==> config.mk <==
export PLATFORM = sky130hd
export DESIGN_NAME = adpcm_block_decoder_flat
export DESIGN_NICKNAME = d
export VERILOG_FILES = /design/src/sv/adpcm_pkg.sv /design/src/sv/adpcm_in_if.sv /design/src/sv/adpcm_out_if.sv /design/src/sv/adpcm_block_decoder.sv /design/src/sv/adpcm_mac.sv /design/src/sv/adpcm_seq.sv /design/src/flat_wrapper.sv
export SDC_FILE = /design/constraint.sdc
export NUM_CORES = 1
export LEC_CHECK = 0
export BUFFER_PORTS_ARGS = -buffer_cell sky130_fd_sc_hd__buf_4
export CORE_MARGIN = 2
export CORE_UTILIZATION = 50
export DETAILED_ROUTE_END_ITERATION = 10
export GPL_ROUTABILITY_DRIVEN = 0
export PLACE_DENSITY = 0.67
export SYNTH_ARGS = -nofsm -noshare
export SYNTH_HDL_FRONTEND = slang
export SYNTH_HIERARCHICAL = 1
export SYNTH_SLANG_ARGS = --single-unit
==> constraint.sdc <==
create_clock -name clk -period 8.8 [get_ports clk]
set_clock_uncertainty 0.2 [all_clocks]
set_input_delay 0.88 -clock clk [delete_from_list [all_inputs] [get_ports clk]]
set_output_delay 0.88 -clock clk [all_outputs]
set_load 0.01 [all_outputs]
==> src/sv/adpcm_pkg.sv <==
`default_nettype none

package adpcm_pkg;

  // Block layout
  localparam logic [2:0] LAST_WORD_IDX = 3'd6;   // seventh data word of a block
  localparam logic [1:0] LAST_NIB_IDX  = 2'd3;   // fourth nibble of a data word

  // Header limits
  localparam logic [3:0] SHIFT_LIMIT   = 4'd12;
  localparam logic [3:0] SHIFT_SUBST   = 4'd9;
  localparam logic [2:0] FILTER_LIMIT  = 3'd4;

  // Saturation bounds of the 20-bit sum
  localparam logic signed [19:0] SAT_HI = 20'sd32767;
  localparam logic signed [19:0] SAT_LO = -20'sd32768;

  // Sequencer states
  typedef enum logic [1:0] {
    ST_IDLE,
    ST_MUL_POS,
    ST_MUL_NEG,
    ST_FINISH
  } state_t;

  // Operation of the shared multiply unit
  typedef enum logic [1:0] {
    MAC_IDLE,
    MAC_POS,
    MAC_NEG,
    MAC_FINISH
  } mac_op_t;

  // Control from the sequencer to the multiply unit
  typedef struct packed {
    mac_op_t    op;
    logic [3:0] nibble;
    logic [3:0] shift;
    logic [2:0] filter;
    logic       commit;
  } mac_ctl_t;

  // Side information that goes with each sample
  typedef struct packed {
    logic       commit;
    logic [2:0] loop_flags;
    logic       last_of_word;
    logic       block_done;
  } out_info_t;

  // Weight of the newest history sample
  function automatic logic signed [7:0] coef_pos(input logic [2:0] filter);
    logic signed [7:0] c;
    unique case (filter)
      3'd0:    c = 8'sd0;
      3'd1:    c = 8'sd60;
      3'd2:    c = 8'sd115;
      3'd3:    c = 8'sd98;
      3'd4:    c = 8'sd122;
      default: c = 8'sd0;
    endcase
    return c;
  endfunction

  // Weight of the older history sample
  function automatic logic signed [7:0] coef_neg(input logic [2:0] filter);
    logic signed [7:0] c;
    unique case (filter)
      3'd0:    c = 8'sd0;
      3'd1:    c = 8'sd0;
      3'd2:    c = -8'sd52;
      3'd3:    c = -8'sd55;
      3'd4:    c = -8'sd60;
      default: c = 8'sd0;
    endcase
    return c;
  endfunction

endpackage

`default_nettype wire

==> src/sv/adpcm_in_if.sv <==
`default_nettype none

interface adpcm_in_if;
  logic        valid;
  logic        ready;
  logic [15:0] word;
  logic        is_header;

  modport source (output valid, output word, output is_header, input ready);
  modport sink   (input valid, input word, input is_header, output ready);
endinterface

`default_nettype wire

==> src/sv/adpcm_out_if.sv <==
`default_nettype none

interface adpcm_out_if;
  logic               valid;
  logic               ready;
  logic signed [15:0] sample;
  logic               loop_end;
  logic               loop_repeat;
  logic               loop_start;
  logic               last_of_word;
  logic               block_done;

  modport source (
    output valid, output sample, output loop_end, output loop_repeat,
    output loop_start, output last_of_word, output block_done, input ready
  );
  modport sink (
    input valid, input sample, input loop_end, input loop_repeat,
    input loop_start, input last_of_word, input block_done, output ready
  );
endinterface

`default_nettype wire

==> src/sv/adpcm_block_decoder.sv <==
// Header word: taken while the sequencer is idle, gives no sample.
// Data word: each of its four samples runs through MUL_POS, MUL_NEG and FINISH on the
// shared multiplier and is registered on commit; the next word is taken once idle again.
// A stalled output holds the sequencer in its final step of the waiting sample.
// Synchronous active-high reset clears header state, history, word count and output valid.
`default_nettype none

module adpcm_block_decoder (
  input  wire logic   clk,
  input  wire logic   rst,
  adpcm_in_if.sink    in_ch,
  adpcm_out_if.source out_ch
);
  import adpcm_pkg::*;

  mac_ctl_t           ctl;
  out_info_t          info;
  logic signed [15:0] sample_val;
  logic               slot_free;

  logic               out_valid;
  logic signed [15:0] out_sample;
  logic [2:0]         out_flags;
  logic               out_last;
  logic               out_done;

  assign slot_free = !out_valid || out_ch.ready;

  adpcm_seq u_seq (
    .clk          (clk),
    .rst          (rst),
    .in_valid     (in_ch.valid),
    .in_word      (in_ch.word),
    .in_is_header (in_ch.is_header),
    .in_ready     (in_ch.ready),
    .slot_free    (slot_free),
    .ctl          (ctl),
    .info         (info)
  );

  adpcm_mac u_mac (
    .clk        (clk),
    .rst        (rst),
    .ctl        (ctl),
    .sample_val (sample_val)
  );

  // Output register: load on commit, drop when taken
  always_ff @(posedge clk) begin
    if (rst) begin
      out_valid <= 1'b0;
    end else if (info.commit) begin
      out_valid <= 1'b1;
    end else if (out_ch.ready) begin
      out_valid <= 1'b0;
    end
  end

  always_ff @(posedge clk) begin
    if (info.commit) begin
      out_sample <= sample_val;
      out_flags  <= info.loop_flags;
      out_last   <= info.last_of_word;
      out_done   <= info.block_done;
    end
  end

  assign out_ch.valid        = out_valid;
  assign out_ch.sample       = out_sample;
  assign out_ch.loop_end     = out_flags[0];
  assign out_ch.loop_repeat  = out_flags[1];
  assign out_ch.loop_start   = out_flags[2];
  assign out_ch.last_of_word = out_last;
  assign out_ch.block_done   = out_done;

`ifndef SYNTHESIS
  // No sample is produced while the input side is open
  a_commit_not_idle: assert property (@(posedge clk) disable iff (rst)
    info.commit |-> !in_ch.ready)
    else $error("sample committed while input ready");

  // A sample never overwrites one that is still waiting
  a_commit_slot: assert property (@(posedge clk) disable iff (rst)
    info.commit |-> (!out_ch.valid || out_ch.ready))
    else $error("output register overwritten");

  // End of block falls on the last sample of a word
  a_done_last: assert property (@(posedge clk) disable iff (rst)
    (out_ch.valid && out_ch.block_done) |-> out_ch.last_of_word)
    else $error("block_done without last_of_word");

  // After the last sample of a word the input side opens again
  a_reopen: assert property (@(posedge clk) disable iff (rst)
    (info.commit && info.last_of_word) |=> in_ch.ready)
    else $error("input not reopened after last sample");
`endif

endmodule

`default_nettype wire

==> src/sv/adpcm_mac.sv <==
`default_nettype none

module adpcm_mac (
  input  wire logic               clk,
  input  wire logic               rst,
  input  wire adpcm_pkg::mac_ctl_t ctl,
  output logic signed [15:0]      sample_val
);
  import adpcm_pkg::*;

  logic signed [15:0] history_newest;
  logic signed [15:0] history_older;
  logic signed [23:0] prod;
  logic signed [18:0] acc;

  logic signed [15:0] opa;
  logic signed [7:0]  coef;
  logic signed [17:0] term;
  logic signed [15:0] base_raw;
  logic signed [15:0] base_sh;
  logic signed [19:0] sum;

  // Select the operands of the shared multiplier
  always_comb begin
    if (ctl.op == MAC_NEG) begin
      opa  = history_older;
      coef = coef_neg(ctl.filter);
    end else begin
      opa  = history_newest;
      coef = coef_pos(ctl.filter);
    end
  end

  // Scale the nibble and the registered product
  assign base_raw = {ctl.nibble, 12'h000};
  assign base_sh  = base_raw >>> ctl.shift;
  assign term     = $signed(prod[23:6]);
  assign sum      = 20'(acc) + 20'(term);

  // Saturate to 16 bits
  always_comb begin
    if (sum > SAT_HI) begin
      sample_val = 16'sh7fff;
    end else if (sum < SAT_LO) begin
      sample_val = -16'sh8000;
    end else begin
      sample_val = sum[15:0];
    end
  end

  // Multiply and accumulate one term per step
  always_ff @(posedge clk) begin
    case (ctl.op)
      MAC_POS: begin
        prod <= opa * coef;
      end
      MAC_NEG: begin
        prod <= opa * coef;
        acc  <= 19'(base_sh) + 19'(term);
      end
      default: begin
      end
    endcase
  end

  // Shift the history on each delivered sample
  always_ff @(posedge clk) begin
    if (rst) begin
      history_newest <= '0;
      history_older  <= '0;
    end else if (ctl.commit) begin
      history_older  <= history_newest;
      history_newest <= sample_val;
    end
  end

endmodule

`default_nettype wire

==> src/sv/adpcm_seq.sv <==
`default_nettype none

module adpcm_seq (
  input  wire logic                 clk,
  input  wire logic                 rst,
  input  wire logic                 in_valid,
  input  wire logic [15:0]          in_word,
  input  wire logic                 in_is_header,
  output logic                      in_ready,
  input  wire logic                 slot_free,
  output adpcm_pkg::mac_ctl_t       ctl,
  output adpcm_pkg::out_info_t      info
);
  import adpcm_pkg::*;

  state_t     state;
  state_t     state_next;
  logic [15:0] word_reg;
  logic [1:0]  nib_idx;
  logic [3:0]  shift_amount;
  logic [2:0]  filter_select;
  logic [2:0]  loop_flags;
  logic [2:0]  data_word_count;

  logic        accept;
  logic        commit;
  mac_op_t     op;
  logic        last_nib;
  logic        last_word;
  logic [3:0]  hdr_shift;
  logic [2:0]  hdr_filter;

  assign in_ready  = (state == ST_IDLE);
  assign accept    = in_valid && in_ready;
  assign last_nib  = (nib_idx == LAST_NIB_IDX);
  assign last_word = (data_word_count == LAST_WORD_IDX);
  assign hdr_shift  = (in_word[3:0] > SHIFT_LIMIT) ? SHIFT_SUBST : in_word[3:0];
  assign hdr_filter = (in_word[6:4] > FILTER_LIMIT) ? FILTER_LIMIT : in_word[6:4];

  // Next state and unit control
  always_comb begin
    state_next = state;
    commit     = 1'b0;
    op         = MAC_IDLE;
    unique case (state)
      ST_IDLE: begin
        if (accept && !in_is_header) begin
          state_next = ST_MUL_POS;
        end
      end
      ST_MUL_POS: begin
        op         = MAC_POS;
        state_next = ST_MUL_NEG;
      end
      ST_MUL_NEG: begin
        op         = MAC_NEG;
        state_next = ST_FINISH;
      end
      ST_FINISH: begin
        op = MAC_FINISH;
        if (slot_free) begin
          commit     = 1'b1;
          state_next = last_nib ? ST_IDLE : ST_MUL_POS;
        end
      end
      default: begin
        state_next = ST_IDLE;
      end
    endcase
  end

  assign ctl.op     = op;
  assign ctl.nibble = word_reg[{nib_idx, 2'b00} +: 4];
  assign ctl.shift  = shift_amount;
  assign ctl.filter = filter_select;
  assign ctl.commit = commit;

  assign info.commit       = commit;
  assign info.loop_flags   = loop_flags;
  assign info.last_of_word = last_nib;
  assign info.block_done   = last_nib && last_word;

  // State register
  always_ff @(posedge clk) begin
    if (rst) begin
      state <= ST_IDLE;
    end else begin
      state <= state_next;
    end
  end

  // Latch header fields, step the nibble index and count data words
  always_ff @(posedge clk) begin
    if (rst) begin
      shift_amount    <= '0;
      filter_select   <= '0;
      loop_flags      <= '0;
      data_word_count <= '0;
      nib_idx         <= '0;
    end else if (accept) begin
      nib_idx <= '0;
      if (in_is_header) begin
        shift_amount    <= hdr_shift;
        filter_select   <= hdr_filter;
        loop_flags      <= in_word[10:8];
        data_word_count <= '0;
      end
    end else if (commit) begin
      nib_idx <= nib_idx + 2'd1;
      if (last_nib) begin
        data_word_count <= last_word ? 3'd0 : data_word_count + 3'd1;
      end
    end
  end

  // Hold the data word while its nibbles are decoded
  always_ff @(posedge clk) begin
    if (accept && !in_is_header) begin
      word_reg <= in_word;
    end
  end

endmodule

`default_nettype wire
==> src/flat_wrapper.sv <==
// flat-port wrapper written by rule: the top's interface ports become plain ports
module adpcm_block_decoder_flat import adpcm_pkg::*;
  (clk, rst, in_ch_valid, in_ch_word, in_ch_is_header, in_ch_ready, out_ch_valid, out_ch_sample, out_ch_loop_end, out_ch_loop_repeat, out_ch_loop_start, out_ch_last_of_word, out_ch_block_done, out_ch_ready);
  adpcm_in_if in_ch_i ();
  adpcm_out_if out_ch_i ();
  input  wire logic clk;
  input  wire logic rst;
  input wire logic [$bits(in_ch_i.valid)-1:0] in_ch_valid;
  input wire logic [$bits(in_ch_i.word)-1:0] in_ch_word;
  input wire logic [$bits(in_ch_i.is_header)-1:0] in_ch_is_header;
  output wire logic [$bits(in_ch_i.ready)-1:0] in_ch_ready;
  output wire logic [$bits(out_ch_i.valid)-1:0] out_ch_valid;
  output wire logic [$bits(out_ch_i.sample)-1:0] out_ch_sample;
  output wire logic [$bits(out_ch_i.loop_end)-1:0] out_ch_loop_end;
  output wire logic [$bits(out_ch_i.loop_repeat)-1:0] out_ch_loop_repeat;
  output wire logic [$bits(out_ch_i.loop_start)-1:0] out_ch_loop_start;
  output wire logic [$bits(out_ch_i.last_of_word)-1:0] out_ch_last_of_word;
  output wire logic [$bits(out_ch_i.block_done)-1:0] out_ch_block_done;
  input wire logic [$bits(out_ch_i.ready)-1:0] out_ch_ready;
  assign in_ch_i.valid = in_ch_valid;
  assign in_ch_i.word = in_ch_word;
  assign in_ch_i.is_header = in_ch_is_header;
  assign in_ch_ready = in_ch_i.ready;
  assign out_ch_valid = out_ch_i.valid;
  assign out_ch_sample = out_ch_i.sample;
  assign out_ch_loop_end = out_ch_i.loop_end;
  assign out_ch_loop_repeat = out_ch_i.loop_repeat;
  assign out_ch_loop_start = out_ch_i.loop_start;
  assign out_ch_last_of_word = out_ch_i.last_of_word;
  assign out_ch_block_done = out_ch_i.block_done;
  assign out_ch_i.ready = out_ch_ready;
  adpcm_block_decoder u_core (.clk(clk), .rst(rst), .in_ch(in_ch_i), .out_ch(out_ch_i));
endmodule
# After elaboration in Yosys (flattened, before gate mapping)
# Cells that the tools add are included.
[classes]
n_lt_le_gt_ge = 4
n_mux = 22
n_reduce_logical = 15
n_shift = 2
n_mul = 1
n_eq_ne = 14
n_addsub = 4
[op_table]
columns = ["operator", "count"]
rows = [
  ["$mux 16", 3],
  ["$pmux 7 s4", 1],
  ["$mul 16x8->24", 1],
  ["$pmux 8 s3", 1],
  ["$add 19x18->20", 1],
  ["$gt 20x16->1 const B", 1],
  ["$lt 20x16->1 const B", 1],
  ["$add 16x18->19", 1],
  ["$mux 3", 6],
  ["$shiftx 16x5->4", 1],
  ["$sshr 16x4->16", 1],
  ["$eq 2x2->1 const B", 4],
  ["$mux 8", 1],
  ["$pmux 2 s4", 1],
  ["$eq 3x2->1 const B", 2],
  ["$eq 3x3->1 const B", 2],
  ["$pmux 2 s3", 1],
  ["$reduce_bool 2->1", 3],
  ["$mux 1", 5],
  ["$eq 2x1->1 const B", 2],
  ["$gt 4x4->1 const B", 1],
  ["$mux 2", 2],
  ["$mux 4", 1],
  ["$ne 2x1->1 const B", 2],
  ["other kinds (12)", 17],
]
[word_totals]
regBits = 130
wordCells = 78
input_bits = 21
out_inout_bits = 23

# Depth between registers and ports, before layout
[logic_depth]
ltp_word = 6
mapped_depth = 29
depth_no_buf = 26

# By module
# Netlist, hierarchy kept.
[by_module_without_submodules]
columns = ["mod", "instances", "cells_each", "area_each_um2"]
rows = [
  ["adpcm_mac", 1, 1009, 8919.8],
  ["adpcm_seq", 1, 123, 1432.6],
  ["adpcm_block_decoder", 1, 25, 676.9],
]

# Least setup slack after synthesis
# Ideal clock, no wire load.
[synth_timing]
path_kind = "register to register"
start = "register u_core.u_seq.state[1]"
end = "register u_core.u_mac.prod[18], data pin"
path_slack_ns = 1.535
required_time_ns = 8.342
t_arrival_ns = 6.808
path_buffers = 3
path_stages_with_launch = 29
setup_time_ns = 0.258
path_cell_list = "dfxtp_1 -> inv_1 -> ha_1 -> or2_2 -> inv_1 -> ha_1 -> clkbuf_1 -> clkbuf_1 -> clkbuf_1 -> mux2i_1 -> nor2_1 -> fa_1 -> inv_1 -> fa_1 -> inv_1 -> fa_1 -> inv_1 -> fa_1 -> inv_1 -> ha_1 -> nor3_1 -> o311ai_1 -> and3_1 -> or2_1 -> a31oi_1 -> o21bai_1 -> a21o_1 -> a21oi_1 -> xnor2_1"
[synth_lines]
columns = ["element", "line_no", "rtl"]
rows = [
  ["start: declaration", "adpcm_seq.sv:16", "state_t state;"],
  ["start signal: assignment", "adpcm_seq.sv:88", "state <= state_next;"],
  ["end signal: assignment", "adpcm_mac.sv:55", "prod <= opa * coef;"],
  ["end signal: assignment", "adpcm_mac.sv:58", "prod <= opa * coef;"],
  ["end: declaration", "adpcm_mac.sv:13", "logic signed [23:0] prod;"],
]

==> Implementation_results.wiki <==
{| class="wikitable"
! Metric !! Value
|-
| Run status || finished clean
|-
| Vias per std cell || 5.42
|-
| Peak clock frequency supported by timing || 0.132 GHz
|-
| Largest register FFs || 19
|-
| Setup crit end kind || flip-flop
|-
| Largest regs || u_core/u_mac/acc (19), u_core/u_mac/prod (18)
|-
| First-pass iteration count of the detailed router || 5
|-
| Boundary pin count || 44
|-
| Sink count of the clock tree || 124
|-
| Setup-violating endpoint count in the final report || 0
|-
| Maximum buffer depth of the clock tree || 2
|-
| Final worst path period need || 7.58 ns
|-
| CTS tree || yes
|-
| Kind of launch point of the worst setup path || flip-flop
|-
| Crit path required time || 8.76 ns
|-
| Highest fanout seen on the critical path || 33
|-
| Post-route insts no fill || 1483
|-
| Final HPWL from detailed placement || 19.4 mm
|-
| Clock-pin slew reported for the worst setup and hold paths after clock tree synthesis || 0.05 ns
|-
| Mean routed wirelength per cell || 16.6 um
|-
| Cells resized by post-CTS repair || 0
|-
| Area of the mapped netlist || 11000 um2
|-
| Die footprint || 23300 um2
|-
| Largest net degree at the start of global routing || 50
|-
| Initial antenna violation count || 0
|-
| Share of cells above drive strength 1 || 0.112
|-
| Count of final max-slew check failures || 0
|-
| Headroom to the max-slew limit || 0.431
|-
| Number of levels in the clock H-tree || 4
|-
| Count of cells along the worst hold path || 0
|-
| Via Count || 8032
|-
| Vertical die dimension || 153 um
|-
| Number of setup buffers added after CTS || 0
|-
| Category of the critical setup timing path || reg -> reg
|-
| Inserted Clock Buffers || 17
|-
| Worst setup slack after placement || 1.29 ns
|-
| Critical path arrival || 7.54 ns
|-
| Origin of the worst min-delay path || u_core/u_seq/loop_flags[0]
|-
| FP Rows || 54
|-
| Diode insertion count for antenna repair || 0
|-
| Initial core utilization || 0.507
|-
| Global-route wire length before repair || 41.4 mm
|-
| Hold/Removal Path Class || reg -> reg
|-
| Post-Place Cell Area || 11600 um2
|-
| Static power due to leakage || 5.29 nW
|-
| Hold buffer count at cts || 0
|-
| Commonest cells in the synthesized netlist || inv_1, nor2_1, fa_1
|-
| DRC violation count after routing || 0
|-
| I/O Buffers || 43
|-
| Worst Tran Pin Value || 0.852 ns
|-
| Aggregate negative setup slack || 0 ns
|-
| Filler Cell Count || 1953
|-
| Final #Nets || 1400
|-
| Global routing usage summed across all routing layers || 0.222
|-
| Number of placed instances with taps included || 1451
|-
| ANT nets after route || 0
|-
| Top cell type by total area after synthesis || edfxtp_1
|-
| X dimension of the die || 153 um
|-
| Critical register-to-register path endpoint || u_core/u_mac/prod[18]
|-
| R2R Setup Slk || 1.22 ns
|-
| Share of flip-flops with an asynchronous set or reset || 0
|-
| Core Region || 21800 um2
|-
| Post-synth cell types || 75
|-
| Drt total wl || 24.7 mm
|-
| Number of warnings reported in the yosys synthesis log || 6
|-
| Count of cells along the worst register-to-register path || 26
|-
| Post-Syn Nets || 1367
|-
| Power density cells || 217 nW/um2
|-
| Fraction of the yosys area taken by sequential cells || 0.292
|-
| Setup repair after global routing missed its margin || false
|-
| Root buffer cell || clkbuf_16
|-
| Fin worst setup slack || 1.22 ns
|-
| Remaining global-route overflow || 0
|-
| Count of endpoints failing hold in the final timing report || 0
|-
| Portion of synthesized cell area occupied by the leading cell type || 0.201
|-
| Area delta synth->final || 10.3%
|-
| Fin crit share || 0.861
|-
| Reg-to-reg critical path startpoint || u_core/u_seq/state[1]
|-
| Leading post-synthesis cells by cell area || edfxtp_1, fa_1, ha_1, dfxtp_1, inv_1
|-
| Clock insertion delay at the later pin of the skew report || 0.42 ns
|-
| Max Cap Violations || 0
|-
| Count of routing violations after the opening detailed-route iteration || 594
|-
| Highest ir drop seen on vdd || 235 uV
|-
| Post-synthesis area per instance || 9.53 um2
|-
| Number of enable flip-flop cells after synthesis || 74
|-
| Primary FF master, synth || edfxtp_1
|-
| Post-Synthesis Cells || 1157
|-
| Hold endpoint || u_core/out_flags[0]
|-
| Post-synthesis sequential element count || 124
|-
| Vias in the first global route || 8210
|-
| Non-Filler Cell Area, Final || 12200 um2
|-
| Largest register by flop count || u_core/u_mac/acc
|-
| Cell with the most instances after synthesis || inv_1
|-
| Final design utilization || 0.559
|-
| Minimum hold slack || 0.236 ns
|-
| Total power || 2.64 mW
|}
## logic make-up after synthesis
logic type | count (synthesis) | share of synthesized area
fa+ha+maj | 189 | 0.285
compound gates | 175 | 0.110
xor+xnor | 56 | 0.0445
simple gates | 364 | 0.153
flops | 124 | 0.292
mux | 40 | 0.0411
buf+inv | 209 | 0.0742
## how the worst max path moves through the flow
stage | endpoint | from
5_1_grt | u_core/u_mac/prod[18] | u_core/u_seq/state[1]
6_report | u_core/u_mac/prod[18] | u_core/u_seq/state[1]
4_1_cts | u_core/u_mac/prod[18] | u_core/u_seq/state[1]
3_3_place_gp | u_core/u_mac/prod[23] | u_core/u_seq/state[1]
2_1_floorplan | u_core/u_mac/prod[18] | u_core/u_seq/state[1]
3_5_place_dp | u_core/u_mac/prod[23] | u_core/u_seq/state[1]
## layout make-up
class / instances / area [um2] / share of cell area
well taps: 280 / 350 / 0.0288
clock buffers: 23 / 468 / 0.0385
repair buffers: 51 / 383 / 0.0315
inverters: 172 / 646 / 0.0531
multi-input cells: 824 / 7000 / 0.575
clock inverters: 9 / 95.1 / 0.00782
flip-flops and latches: 124 / 3220 / 0.265
## report_power, final
| part | internal [mW] | switching (mW) |
|---|---|---|
| logic | 0.419 | 0.706 |
| registers | 0.772 | 0.0712 |
| clock network | 0.428 | 0.245 |
| total | 1.62 | 1.02 |
## metal layers
| metal | vias up | global-route usage | wire length, um | share of wire |
|---|---|---|---|---|
| met3 | 33 | 0.0384 | 1130 | 0.046 |
| met2 | 194 | 0.360 | 11700 | 0.48 |
| li1 | 3898 | - | - | - |
| met1 | 3907 | 0.310 | 11300 | 0.46 |
| met5 | - | 0 | 0 | 0 |
| met4 | 0 | 0.0631 | 454 | 0.018 |
## cells in the final DEF (no fill, tap or decap), types with 5 or more instances in the layout
cell       instances
dfxtp_1           50
a21oi_1           51
clkinv_2           7
buf_4             51
fa_1             103
edfxtp_1          74
nor2_1           163
mux2i_1           34
nand2b_1          18
inv_1            171
nor2b_1           11
a211oi_1           7
ha_1              85
a21boi_0           8
clkbuf_16         17
a211oi_2          11
nor3_1            14
o21a_1             5
o21ai_0           34
nand3_1           13
or2_2             19
and3_1             5
a31oi_1            6
and2_1            19
xor2_1            14
a21o_1             9
nand2_1           74
xnor2_1           42
## critical path, cell delays in order (launching register included)
cell	delay, ns
dfxtp_1	0.38
inv_1	0.08
ha_1	0.17
or2_2	0.28
inv_1	0.06
ha_2	0.71
buf_4	0.38
nand2b_1	0.19
a21boi_0	0.53
or2_2	0.23
fa_1	0.43
fa_1	0.52
inv_1	0.05
fa_1	0.47
inv_1	0.05
fa_1	0.52
inv_1	0.04
ha_1	0.21
nor3_1	0.18
o311ai_1	0.19
and3_1	0.25
or2_1	0.26
a31oi_1	0.26
o21bai_1	0.13
a21o_1	0.22
a21oi_1	0.21
xnor2_1	0.09
Power figures use the tool's default switching activity.
